File: src/rtl/core/assert_macros.svh
// assertion macros shared by the allocator rtl
// expects clk and rst_n in the scope of the user
`ifndef ASSERT_MACROS_SVH
`define ASSERT_MACROS_SVH

// property checked on every clock edge outside reset
`define FFBA_ASSERT(lbl, prop, msg) \
    lbl: assert property (@(posedge clk) disable iff (!rst_n) (prop)) else $error(msg);

// implication checked in the same cycle
`define FFBA_ASSERT_IMP(lbl, ante, cons, msg) \
    lbl: assert property (@(posedge clk) disable iff (!rst_n) (ante) |-> (cons)) \
        else $error(msg);

// implication checked in the next cycle
`define FFBA_ASSERT_NXT(lbl, ante, cons, msg) \
    lbl: assert property (@(posedge clk) disable iff (!rst_n) (ante) |=> (cons)) \
        else $error(msg);

`endif

File: src/rtl/core/ffba_pkg.sv
// shared types and constants of the first fit block allocator
// no dependencies
package ffba_pkg;

    localparam int CFG_W      = 17;
    localparam int ADDR_W     = 16;
    localparam int IN_DATA_W  = 32;
    localparam int OUT_DATA_W = 16;

    localparam logic FUNC_ALLOC = 1'b0;
    localparam logic FUNC_FREE  = 1'b1;

    typedef struct packed {
        logic init;
        logic load;
        logic scan;
        logic next_rd;
        logic merge;
        logic shift;
        logic wr_a;
        logic wr_b;
        logic out;
    } ffba_cmd_t;

    typedef struct packed {
        logic scan_hit;
        logic scan_fail;
        logic free_op;
        logic split;
        logic shift_done;
        logic out_busy;
    } ffba_status_t;

endpackage

File: src/rtl/core/ffba_ctrl.sv
// sequencer of the allocator: init, scan, merge, shift, write and finish phases
// depends on ffba_pkg
module ffba_ctrl (
    input  logic                  clk,
    input  logic                  rst_n,
    input  logic                  cfg_we,
    input  logic                  in_valid,
    output logic                  in_ready,
    input  ffba_pkg::ffba_status_t status,
    output ffba_pkg::ffba_cmd_t    cmd
);
    import ffba_pkg::*;

    typedef enum logic [8:0] {
        S_INIT  = 9'b000000001,
        S_IDLE  = 9'b000000010,
        S_SCAN  = 9'b000000100,
        S_NEXT  = 9'b000001000,
        S_MERGE = 9'b000010000,
        S_SHIFT = 9'b000100000,
        S_WR_A  = 9'b001000000,
        S_WR_B  = 9'b010000000,
        S_FIN   = 9'b100000000
    } state_t;

    state_t state_reg, state_next;

    always_ff @(posedge clk or negedge rst_n)
    begin
        if (!rst_n)
        begin
            state_reg <= S_INIT;
        end
        else
        begin
            state_reg <= state_next;
        end
    end

    always_comb
    begin
        state_next = state_reg;
        cmd        = '0;
        in_ready   = 1'b0;
        case (state_reg)
            S_INIT:
            begin
                cmd.init   = 1'b1;
                state_next = S_IDLE;
            end
            S_IDLE:
            begin
                // a heap_size write takes precedence, no item is taken with it
                in_ready = !cfg_we;
                if (cfg_we)
                begin
                    state_next = S_INIT;
                end
                else if (in_valid)
                begin
                    cmd.load   = 1'b1;
                    state_next = S_SCAN;
                end
            end
            S_SCAN:
            begin
                cmd.scan = 1'b1;
                if (status.scan_hit)
                begin
                    state_next = status.free_op ? S_NEXT : S_SHIFT;
                end
                else if (status.scan_fail)
                begin
                    state_next = S_FIN;
                end
            end
            S_NEXT:
            begin
                cmd.next_rd = 1'b1;
                state_next  = S_MERGE;
            end
            S_MERGE:
            begin
                cmd.merge  = 1'b1;
                state_next = S_SHIFT;
            end
            S_SHIFT:
            begin
                cmd.shift = 1'b1;
                if (status.shift_done)
                begin
                    state_next = S_WR_A;
                end
            end
            S_WR_A:
            begin
                cmd.wr_a   = 1'b1;
                state_next = status.split ? S_WR_B : S_FIN;
            end
            S_WR_B:
            begin
                cmd.wr_b   = 1'b1;
                state_next = S_FIN;
            end
            S_FIN:
            begin
                if (!status.out_busy)
                begin
                    cmd.out    = 1'b1;
                    state_next = S_IDLE;
                end
            end
            default:
            begin
                state_next = S_INIT;
            end
        endcase
    end

endmodule

File: config.mk
export PLATFORM = sky130hd
export DESIGN_NAME = ffba_ctrl
export DESIGN_NICKNAME = d
export VERILOG_FILES = /design/src/rtl/core/assert_macros.svh /design/src/rtl/core/ffba_pkg.sv /design/src/rtl/core/ffba_ctrl.sv
export SDC_FILE = /design/constraint.sdc
export NUM_CORES = 1
export LEC_CHECK = 0
export BUFFER_PORTS_ARGS = -buffer_cell sky130_fd_sc_hd__buf_2
export CAP_MARGIN = 0
export CORE_AREA = 3 3 40 42
export DETAILED_ROUTE_END_ITERATION = 10
export DIE_AREA = 0 0 43 45
export PLACE_DENSITY_LB_ADDON = 0.3
export SYNTH_ARGS = -nofsm -noshare
export SYNTH_HDL_FRONTEND = slang
export SYNTH_SLANG_ARGS = --single-unit
File: constraint.sdc
create_clock -name clk -period 3.6 [get_ports clk]
set_clock_uncertainty 0.05 [all_clocks]
set_input_delay 1.08 -clock clk [delete_from_list [all_inputs] [get_ports clk]]
set_output_delay 1.08 -clock clk [all_outputs]
set_load 0.02 [all_outputs]
==> insert_results.sql <==
INSERT INTO impl_metrics (metric_group, metric, value, unit) VALUES
('status', 'outcome', 'complete, no violations', ''),
('clock_tree', 'cts-buffers-inserted', '3', ''),
('finish', 'fin_cells', '107', ''),
('synth', 'synth-adder-area-share', '0', '%'),
('timing', 'final-hold-violation-count', '0', ''),
('setup_path', 'regToRegEndpoint', 'state_reg[6]', ''),
('clock_tree', 'cts.repair.resized', '0', ''),
('placement', 'gpl.final_weighted_congestion', '0.744', ''),
('grt', 'wire_length_of_the_first_global_routing_pass', '2390', 'um'),
('timing', 'period_needed', '3.37', 'ns'),
('grt', 'antenna_found_initial', '0', ''),
('synth', 'synth_area_per_cell', '8.74', 'um^2'),
('run', 'drv.max_cap_violation_count', '0', ''),
('drt', 'drcViolationCount', '0', ''),
('clock_tree', 'post-cts-setup-buffers', '0', ''),
('finish', 'area.growth.synth_to_final', '20.4', '%'),
('synth', 'synth-xor-area-share', '2.82', '%'),
('min_path', 'worstHoldEndpoint', 'state_reg[0]', ''),
('finish', 'flip_flop_count_of_the_largest_register_after_layout', '9', ''),
('clock_tree', 'cts_max_level', '1', ''),
('clock_tree', 'tritoncts', 'yes', ''),
('drt', 'routed-via-count', '602', ''),
('clock_tree', 'cts.sink_count', '9', ''),
('setup_path', 'timing.critical_path.max_delay_family', 'simple AND/OR/NAND/NOR gates', ''),
('setup_path', 'timing.rr.start', 'state_reg[7]', ''),
('finish', 'layout-drive-gt1-share', '32.6', '%'),
('timing', 'post-route-period-util', '93.7', '%'),
('synth', 'synthCells', '71', ''),
('synth', 'post_synth_main_area_contributors', 'sky130_fd_sc_hd__dfrtp_1 (32%), sky130_fd_sc_hd__nor2_1 (4.8%), sky130_fd_sc_hd__nor3b_1 (4.8%)', ''),
('drt', 'drt_first_pass_iters', '4', ''),
('setup_path', 'cp_slowest_cell', 'sky130_fd_sc_hd__or4_1', ''),
('clock_tree', 'longest_clk_path_bufs', '2', ''),
('synth', 'ys_types', '33', ''),
('floorplanning', 'initial_core_util', '48.3', '%'),
('timing', 'slew_headroom', '67.8', '%'),
('synth', 'synth_fp_nets', '81', ''),
('floorplanning', 'num_io_pins', '20', ''),
('floorplanning', 'chipWidth', '43', 'um'),
('setup_path', 'timing.critical_path.required', '2.47', 'ns'),
('synth', 'synth-compound-area-share', '19.2', '%'),
('pwr', 'power.static_leakage', '0.000367', 'uW'),
('drt', 'final_routed_wire_length_divided_by_cell_count', '13.0', 'um'),
('synth', 'syn_area', '621', 'um^2'),
('floorplanning', 'fp-row-count', '13', ''),
('synth', 'synth-warning-count', '0', ''),
('synth', 'main_combinational_cell_family_by_area_after_synthesis', 'simple AND/OR/NAND/NOR gates', ''),
('min_path', 'whs_path_depth', '2', ''),
('finish', 'most-common-layout-cells', 'sky130_fd_sc_hd__buf_2 (19), sky130_fd_sc_hd__nor2_1 (8), sky130_fd_sc_hd__dfrtp_1 (8)', ''),
('timing', 'grt_setup_unrepaired', 'no', ''),
('finish', 'antennaDiodeCount', '0', ''),
('timing', 'tightest_slew', '0.476', 'ns'),
('grt', 'grt_util_all_layers', '16.8', '%'),
('setup_path', 'crit_chain', 'or4_1, or4b_4, inv_2, and2_4, buf_2', ''),
('clock_tree', 'clk_slew_on_worst_s_h_paths', '0.07', 'ns'),
('drt', 'detailedRoute.firstIterationViolations', '19', ''),
('placement', 'hpwl', '1060', 'um'),
('finish', 'design.final.nets', '103', ''),
('setup_path', 'criticalPathCategory', 'flop to primary output', ''),
('min_path', 'min-delay-start', 'state_reg[1]', ''),
('setup_path', 'reg2reg_setup_slack', '1.47', 'ns'),
('setup_path', 'critical_path.endpoint_type', 'primary output', ''),
('timing', 'pins_over_slew_limit', '0', ''),
('pwr', 'power_density', '507', 'nW/um^2'),
('setup_path', 'startpoint_type', 'flop', ''),
('grt', 'vias_in_the_first_global_route', '535', ''),
('timing', 'fin_tns_setup', '0', 'ns'),
('setup_path', 'worstPathMaxFanout', '7', ''),
('grt', 'grt_start_max_net_pins', '11', ''),
('clock_tree', 'clkLatencyLatePin', '0.27', 'ns'),
('min_path', 'min_path_type', 'flop to flop', ''),
('finish', 'layout_commonest_cell', 'sky130_fd_sc_hd__buf_2', '');
[where the power goes]
part,internal [uW],switching [uW]
logic,70.2,83.8
clock network,42.9,40.0
registers,120,22.5
[area by class of cell]
type,instances,area [um^2],share of cell area [%]
Multi-Input combinational cell,53,350,46.9
Clock buffer,4,26.3,3.52
Sequential cell,9,226,30.3
Inverter,6,22.5,3.02
Timing Repair Buffer,20,103,13.7
Tap cell,15,18.8,2.51
[cells by family (layout without fill, tap and decap cells)]
family | Yosys count | in the layout
compound gates | 18 | 18
flops | 9 | 9
xor+xnor | 2 | 2
simple gates | 33 | 33
buf+inv | 9 | 30
[synthesized netlist by cell type]
library cell and number:
sky130_fd_sc_hd__dfrtp_1 8, sky130_fd_sc_hd__nor2_1 8, sky130_fd_sc_hd__inv_1 5, sky130_fd_sc_hd__a21oi_1 4, sky130_fd_sc_hd__nor3b_1 4, sky130_fd_sc_hd__nand2b_1 3, sky130_fd_sc_hd__o21ai_0 3, sky130_fd_sc_hd__and4_1 2
sky130_fd_sc_hd__buf_2 2, sky130_fd_sc_hd__nand2_1 2, sky130_fd_sc_hd__nor3_1 2, sky130_fd_sc_hd__o211ai_1 2, sky130_fd_sc_hd__o22ai_1 2, sky130_fd_sc_hd__or3_1 2, sky130_fd_sc_hd__or4_1 2, sky130_fd_sc_hd__or4_4 2
sky130_fd_sc_hd__xor2_1 2, sky130_fd_sc_hd__a21o_1 1, sky130_fd_sc_hd__a22oi_1 1, sky130_fd_sc_hd__a2bb2oi_1 1, sky130_fd_sc_hd__and2_1 1, sky130_fd_sc_hd__and2_4 1, sky130_fd_sc_hd__and3_1 1, sky130_fd_sc_hd__buf_6 1
sky130_fd_sc_hd__dfstp_2 1, sky130_fd_sc_hd__inv_2 1, sky130_fd_sc_hd__nor4_1 1, sky130_fd_sc_hd__nor4b_1 1, sky130_fd_sc_hd__o21a_1 1, sky130_fd_sc_hd__o21ai_2 1, sky130_fd_sc_hd__o31ai_1 1, sky130_fd_sc_hd__o32ai_1 1
sky130_fd_sc_hd__or4b_4 1
[layer usage]
metal / vias up / wire, um / global-route usage [%]
li1: 304 / - / -
met1: 275 / 652 / 22.0
met3: 5 / 92 / 5.18
met5: - / 0 / 0
met4: 0 / 32 / 10.8
met2: 18 / 613 / 24.0
[worst register-to-register path, cell delays in order, from the launching register on]
cell                      delay, ns
sky130_fd_sc_hd__dfrtp_1       0.44
sky130_fd_sc_hd__or4_1         0.63
sky130_fd_sc_hd__or4b_4        0.54
sky130_fd_sc_hd__o32ai_1       0.25
sky130_fd_sc_hd__nor4_1        0.09
[worst max path at each step]
stage | cells after the start | start | slack [ns] | to
floorplan | 4 | state_reg[5] | 0.50 | cmd[8]
global placement | 5 | cfg_we | 0.38 | cmd[7]
detailed placement | 5 | cfg_we | 0.38 | cmd[7]
CTS | 5 | state_reg[7] | 0.23 | cmd[7]
global route | 5 | state_reg[7] | 0.14 | cmd[7]
finish | 5 | state_reg[7] | 0.23 | cmd[7]
[metrics by stage]
| step | cell area [um^2] | setup WS [ns] | hold WS, ns | power [uW] | utilization [%] |
|---|---|---|---|---|---|
| after floorplan | 621 | 0.499 | 0.515 | 260 | - |
| after global placement | 721 | 0.383 | 0.564 | 297 | 56.1 |
| after detailed placement | 721 | 0.381 | 0.569 | 298 | 56.1 |
| after CTS | 747 | 0.233 | 0.579 | 382 | 58.1 |
| after global routing | 747 | 0.136 | 0.604 | 411 | 58.1 |
| final | 747 | 0.228 | 0.576 | 379 | 58.1 |
Note: power is estimated with default switching activity, not from simulation.
